**src/sv/wjs_pkg.sv**
```systemverilog
// shared types and constants for the weighted jacobi 3d stencil unit
package wjs_pkg;

    localparam int unsigned VAL_W        = 16;
    localparam int unsigned CFG_W        = 16;
    localparam int unsigned EDGE_IN_W    = 7;
    localparam int unsigned EDGE_MIN     = 4;
    localparam int unsigned WEIGHT_W     = 16;
    localparam int unsigned WEIGHT_ONE   = 32768;
    localparam int unsigned WEIGHT_RESET = 29491;
    localparam int unsigned GRID_RESET   = 64;
    localparam int unsigned COEF_W       = 18;
    localparam int unsigned DENOM        = 196608;
    localparam int unsigned DENOM_HALF   = 98304;
    localparam int unsigned SUM_W        = 19;
    localparam int unsigned NUM_W        = 36;
    localparam int unsigned T_W          = 20;
    // floor(t/3) == (t * ceil(2^21/3)) >> 21 for all t below 2^21
    localparam int unsigned RECIP3       = 699051;
    localparam int unsigned RECIP_SHIFT  = 21;
    localparam int unsigned Q_W          = 2 * T_W - RECIP_SHIFT;

    typedef enum logic {
        CFG_GRID_SIZE    = 1'b0,
        CFG_RELAX_WEIGHT = 1'b1
    } t_cfg_idx;

    typedef enum logic [2:0] {
        TAP_CENTER = 3'd0,
        TAP_K_MINUS = 3'd1,
        TAP_K_PLUS  = 3'd2,
        TAP_J_MINUS = 3'd3,
        TAP_J_PLUS  = 3'd4,
        TAP_I_MINUS = 3'd5,
        TAP_I_PLUS  = 3'd6
    } t_tap;

    typedef enum logic [3:0] {
        S_IDLE,
        S_SETTLE0,
        S_SETTLE1,
        S_READ,
        S_READ_LAST,
        S_MUL,
        S_ADD,
        S_DIV,
        S_LOAD
    } t_state;

    typedef struct packed {
        logic accept;
        logic rd_en;
        t_tap tap;
        logic mul;
        logic add;
        logic div;
        logic load;
    } t_cmd;

    typedef struct packed {
        logic emit;
        logic complete;
        logic out_free;
        logic emit_in_range;
    } t_stat;

endpackage

```
**src/sv/wjs_ctrl.sv**
```systemverilog
// sequencer: accepts words, steps the seven window reads and the arithmetic
module wjs_ctrl (
    input  logic          i_clk,
    input  logic          i_rst_n,
    input  logic          i_valid,
    input  logic          i_cfg_we,
    input  wjs_pkg::t_stat i_stat,
    output logic          o_stall,
    output wjs_pkg::t_cmd o_cmd
);
    import wjs_pkg::*;

    t_state r_state, n_state;
    t_tap   r_tap, n_tap;

    always_ff @(posedge i_clk) begin
        if (!i_rst_n) begin
            r_state <= S_IDLE;
            r_tap   <= TAP_CENTER;
        end else begin
            r_state <= n_state;
            r_tap   <= n_tap;
        end
    end

    always_comb begin
        n_state = r_state;
        n_tap   = r_tap;
        o_cmd   = '0;
        o_stall = 1'b1;
        unique case (r_state)
            S_IDLE: begin
                o_stall = i_cfg_we;
                if (i_cfg_we) begin
                    n_state = S_SETTLE0;
                end else if (i_valid) begin
                    o_cmd.accept = 1'b1;
                    if (i_stat.emit) begin
                        n_state = S_READ;
                        n_tap   = TAP_CENTER;
                    end
                end
            end
            // derived sizes settle while the sequencer waits in S_SETTLE0 and S_SETTLE1 after a register write
            S_SETTLE0: n_state = S_SETTLE1;
            S_SETTLE1: n_state = S_IDLE;
            S_READ: begin
                o_cmd.rd_en = 1'b1;
                o_cmd.tap   = r_tap;
                if (r_tap == TAP_I_PLUS) begin
                    n_state = S_READ_LAST;
                end else begin
                    n_tap = t_tap'(r_tap + 3'd1);
                end
            end
            S_READ_LAST: n_state = S_MUL;
            S_MUL: begin
                o_cmd.mul = 1'b1;
                n_state   = S_ADD;
            end
            S_ADD: begin
                o_cmd.add = 1'b1;
                n_state   = S_DIV;
            end
            S_DIV: begin
                o_cmd.div = 1'b1;
                n_state   = S_LOAD;
            end
            S_LOAD: begin
                if (i_stat.out_free) begin
                    o_cmd.load = 1'b1;
                    n_state    = S_IDLE;
                end
            end
            default: n_state = S_IDLE;
        endcase
    end
endmodule

```
**config.mk**
```make
export PLATFORM = sky130hd
export DESIGN_NAME = wjs_ctrl
export DESIGN_NICKNAME = d
export VERILOG_FILES = /design/src/sv/wjs_pkg.sv /design/src/sv/wjs_ctrl.sv
export SDC_FILE = /design/constraint.sdc
export NUM_CORES = 1
export LEC_CHECK = 0
export BUFFER_PORTS_ARGS = -buffer_cell sky130_fd_sc_hd__buf_2
export CELL_PAD_IN_SITES_DETAIL_PLACEMENT = 0
export CELL_PAD_IN_SITES_GLOBAL_PLACEMENT = 1
export CORE_AREA = 4 4 41 43
export CTS_BUF_LIST = sky130_fd_sc_hd__clkbuf_8
export DETAILED_ROUTE_END_ITERATION = 8
export DIE_AREA = 0 0 45 47
export PLACE_DENSITY_LB_ADDON = 0.15
export REMOVE_ABC_BUFFERS = 1
export SLEW_MARGIN = 5
export SYNTH_ARGS = -nofsm -noshare
export SYNTH_HDL_FRONTEND = slang
export SYNTH_SLANG_ARGS = --single-unit
```
**constraint.sdc**
```tcl
create_clock -name i_clk -period 2.57 [get_ports i_clk]
set_clock_uncertainty 0.2 [all_clocks]
set_input_delay 0.1285 -clock i_clk [delete_from_list [all_inputs] [get_ports i_clk]]
set_output_delay 0.1285 -clock i_clk [all_outputs]
set_load 0.1 [all_outputs]
```
==> metrics.yaml, run 1 <==
status:
  status: "finished clean"
sta:
  maxSlewViolCount: 0
  final.setup.tns_ns: 0
  worst_pin_slew_ns: 0.485
  setup_ws_ns: 0.278
  hold_viol: 0
  final.min_clock_period_ns: 2.29
  setup_viol_count_final: 0
  fmax_mhz: 436
  slew_headroom_pct: 67.9
  rsz0062_at_grt: "false"
  period_share_pct: 89.2
  whs_ns: 0.0892
cts:
  h-tree-depth: 1
  cts_buffers: 3
  cts_tree: "built"
  clkSinkCount: 7
  cts_buffer_depth: 2
  cts_root_buf: "clkbuf_8"
  cts_resized: 0
  clk_latency_ns: 0.22
  clk_pin_slew_ns: 0.04
  cts_setup_buffers: 0
  ctsHoldBuffers: 1
routing:
  dr.pass1.iters: 3
  drc: 0
  totalWireLength_um: 958
  antenna_left: 0
  vias: 438
  drt_iter0_markers: 6
  vias_per_cell: 4.92
  wire_per_inst_um: 10.8
floorplan:
  die_area_um2: 2120
  dieHeight_um: 47
  io_pins: 18
  die_w_um: 45
  placeableCoreArea_um2: 1300
  rows: 13
  initial_core_util_pct: 36.9
critical_path:
  worst-setup-path-type: "flop to primary output"
  path_cells: "or4_4 -> or2_2 -> nor2_1 -> buf_2"
  worstPathRequired_ns: 2.24
  arrival_ns: 1.96
  crit_buf_inv: 1
  crit_slowest_cell: "or4_4"
  critical_path.max_fanout: 8
  crit_path_end_kind: "primary output"
  critPathMaxStageDelay_ns: 0.58
  critPathTopFamily: "simple AND/OR/NAND/NOR gates"
  startpoint_type: "flop"
power:
  p_per_area_nw_per_um2: 682
  vdd_drop_max_mv: 0.436
  clock_power_share_pct: 34.5
  combPwrFrac_pct: 34.2
  p_int_uw: 270
  p_leak_uw: 0.000281
  finalPower_uw: 426
  pwr-share-seq_pct: 31.4
  p_switching_uw: 156
  p_sw_share_pct: 36.6
grt:
  first_global_vias: 374
  antenna_found_initial: 0
  grt_max_degree: 10
  grt_pass1_wl_um: 1550
  grt.overflow.total: 0
  track_usage_pct: 10.2
cells_and_area:
  drive_gt1_share_pct: 33.8
  fin_cells: 89
  diodes: 0
  area_growth_pct: 29.9
  fin_nets: 85
yosys:
  syn-cell-area_um2: 480
  synth_top_area_share_pct: 29.2
  syn_avg_cell_area_um2: 8.74
  synthTopCellsByArea: "dfxtp_1 (29%), ha_1 (5.2%), inv_1 (4.7%), a21oi_1 (4.2%), a21boi_4 (3.9%)"
  seq_area_frac_synth_pct: 29.2
  synth_seq_cells: 7
  netlist_instances: 55
  synth_cell_types: 30
  yosysWarnings: 0
  synth.largest_area_cell: "dfxtp_1"
place:
  port_buffers: 15
  place_ws_ns: 0.500
  dp_cells: 84
  gp_congestion: 0.718
hold_path:
  hold_path.class: "input pin to flop"
flow_run:
  maxCapViolations: 0
[power groups by stage]
stage | Clock, µW | Sequential (µW) | Combinational (µW)
detailed placement | 0 | 135 | 145
floorplan | 0 | 132 | 123
global placement | 0 | 136 | 145
CTS | 149 | 134 | 147
global route | 157 | 136 | 159
finish | 147 | 134 | 146
[metal layers]
layer | wire, µm | GRT usage, %
met5 | 0 | 0
met3 | 62 | 2.30
met2 | 420 | 15.3
met4 | 4 | 5.26
met1 | 471 | 13.6
[sequential cells by signal, summed over array words and instances, names as in the netlist]
name / count
r_state: 4
r_tap: 3
[final timing paths]
kind / start / endpoint / slack, ns / cells past startpoint
worst max-delay path: r_state[1] / o_cmd[8] / 0.28 / 4
worst min-delay path: i_stat[1] / r_state[3] / 0.09 / 4
worst max register to register: r_state[1] / r_tap[1] / 0.79 / 4
worst min register to register: r_tap[0] / r_tap[0] / 0.30 / 1
[metrics by stage]
step | util (%) | cell area, µm²
floorplan | - | 475
finish | 48.0 | 624
detailed placement | 43.8 | 569
CTS | 48.0 | 624
global route | 48.0 | 624
global placement | 43.8 | 569
[area by class of cell]
cell class / instances / area (µm²)
fill: 143 / 677
multi-input combinational: 41 / 313
sequential: 7 / 140
timing repair buffer: 16 / 85.1
clock buffer: 3 / 41.3
inverter: 6 / 22.5
tap: 15 / 18.8
clock inverter: 1 / 3.75
[placed cells by master (no fill, tap or decap), drive strengths merged]
cell type / instances
buf: 15
inv: 7
dfxtp: 7
nor2: 5
a21oi: 4
nand2: 3
and2: 3
clkbuf: 3
nor3: 2
nand2b: 2
ha: 2
and4bb: 1
and4: 1
or4: 1
or2: 1
a21boi: 1
nor2b: 1
a2111oi: 1
o21a: 1
a41oi: 1
xnor2: 1
a31oi: 1
nor4b: 1
nor3b: 1
o22a: 1
a311oi: 1
o21ba: 1
o22ai: 1
nand3b: 1
mux2i: 1
o21ai: 1
dlygate4sd3: 1
[cell usage after synthesis, drive strengths merged]
cell / instances
inv: 6
ha: 2
nor4b: 1
dfxtp: 7
a31oi: 1
or4: 1
a21oi: 4
nor2b: 1
and4: 1
nand2: 3
and2: 3
a2111oi: 1
a41oi: 1
nor3b: 1
mux2i: 1
xnor2: 1
o21ba: 1
o21a: 1
nand2b: 2
nor3: 2
a311oi: 1
o22a: 1
a21boi: 1
and4bb: 1
o21ai: 1
or2: 1
o22ai: 1
clkbuf: 1
nand3b: 1
nor2: 5
[kinds of logic (layout without fill, tap and decap cells)]
logic type	after synthesis	count (layout)	share of synthesized area, %
adders and majority gates	2	2	5.21
muxes	1	1	2.08
and+or+nand+nor	23	23	30.2
DFF	7	7	29.2
AOI/OAI and AO/OA	14	14	25.8
buffers and inverters	7	26	5.73
xor gates and xnor gates	1	1	1.82
[tightest hold or removal path: cells and delay by family]
family,cells,cell delay [ns]
buf+inv,2,0.14
compound gates,1,0.12
simple gates,1,0.08
Power figures use the tool's default switching activity.
==> inputs of run 2 (changes only) <==
- CTS_BUF_LIST: sky130_fd_sc_hd__clkbuf_8 -> sky130_fd_sc_hd__clkbuf_2 sky130_fd_sc_hd__clkbuf_4 sky130_fd_sc_hd__clkbuf_8
- SLEW_MARGIN: 5 -> default
==> metrics.yaml, run 2 (synthesis results as in run 1) <==
status:
  status: "finished clean"
floorplan:
  io_pins: 18
  rows: 13
  dieHeight_um: 47
  die_w_um: 45
  placeableCoreArea_um2: 1300
  initial_core_util_pct: 36.9
  die_area_um2: 2120
routing:
  wire_per_inst_um: 10.7
  vias: 434
  totalWireLength_um: 949
  drt_iter0_markers: 7
  vias_per_cell: 4.88
  drc: 0
  antenna_left: 0
  dr.pass1.iters: 4
cells_and_area:
  top_regs: "r_state x4, r_tap x3"
  post-route-util_pct: 46.8
  drive_gt1_share_pct: 35.1
  final_cell_mix: "buf_2 (15), dfxtp_1 (7), inv_1 (6), nor2_1 (5)"
  final_common_cell: "buf_2"
  fillers: 147
  largest_reg_flops: 4
  multiInputGateArea_um2: 313
  fin_nets: 85
  diodes: 0
  area_growth_pct: 26.8
  ff_latch_area_um2: 140
  fin_cells: 89
  largest-register: "r_state"
sta:
  whs_ns: 0.0663
  final.setup.tns_ns: 0
  worst_pin_slew_ns: 0.485
  fmax_mhz: 432
  final.min_clock_period_ns: 2.32
  rsz0062_at_grt: "false"
  period_share_pct: 90.1
  hold_viol: 0
  maxSlewViolCount: 0
  setup_viol_count_final: 0
  slew_headroom_pct: 67.9
cts:
  cts_buffers: 3
  clk_pin_slew_ns: 0.05
  cts_root_buf: "clkbuf_4"
  cts_tree: "built"
  clk_latency_ns: 0.24
  h-tree-depth: 1
  cts_setup_buffers: 0
  cts_buffer_depth: 2
  clkSinkCount: 7
  ctsHoldBuffers: 1
  cts_resized: 0
hold_path:
  hold_path.class: "input pin to flop"
  min_from: "i_stat[1]"
critical_path:
  r2r_start: "r_state[1]"
  critical_path.max_fanout: 8
  crit_path_end_kind: "primary output"
  worst-setup-path-type: "flop to primary output"
  startpoint_type: "flop"
  crit_slowest_cell: "or4_4"
  arrival_ns: 1.99
  critPathMaxStageDelay_ns: 0.58
  path_cells: "or4_4 -> or2_2 -> nor2_1 -> buf_2"
  worstPathRequired_ns: 2.24
  crit_start: "r_state[1]"
flow_run:
  maxCapViolations: 0
grt:
  grt_max_degree: 10
  first_global_vias: 376
  grt_pass1_wl_um: 1550
  grt.overflow.total: 0
  track_usage_pct: 10.3
  antenna_found_initial: 0
power:
  p_leak_uw: 0.000272
  p_per_area_nw_per_um2: 633
  vdd_drop_max_mv: 0.292
  finalPower_uw: 386
place:
  dp_cells: 84
  port_buffers: 15
  gp_congestion: 0.718
## run 2: path summary, 6_finish.rpt
kind	cells after the start	slack (ns)	end
setup / recovery	4	0.25	o_cmd[8]
hold / removal	4	0.07	r_state[3]
setup reg to reg	4	0.79	r_tap[1]
hold reg to reg	1	0.30	r_tap[0]
## run 2: final cells by class
class | count | share of cell area, %
multi-input cells | 41 | 51.3
flip-flops and latches | 7 | 23.0
repair buffers | 16 | 14.0
clock buffers | 4 | 4.93
inverters | 6 | 3.70
well taps | 15 | 3.08
## run 2: through the flow
step                worst slack [ns]  area [µm²]
floorplan                     -0.535         475
global placement               0.506         569
detailed placement             0.500         569
CTS                            0.229         609
global route                   0.169         609
finish                         0.253         609
## run 2: worst max-delay path: cells and delay by family (launching register included)
kind / cells / cell delay, ns
buf+inv: 1 / 0.42
simple gates: 3 / 0.96
flops: 1 / 0.36
## run 2: report_power, final
| group | internal, µW | switching, µW | total (µW) |
|---|---|---|---|
| Sequential | 118 | 15.1 | 133 |
| Combinational | 48.6 | 96.8 | 145 |
| Clock | 69.6 | 37.7 | 107 |
| Total | 236 | 150 | 386 |
## run 2: layer usage
layer / routed length [µm] / GRT usage, %
met2: 418 / 15.3
met1: 463 / 13.3
met5: 0 / 0
met3: 62 / 2.30
met4: 4 / 7.02
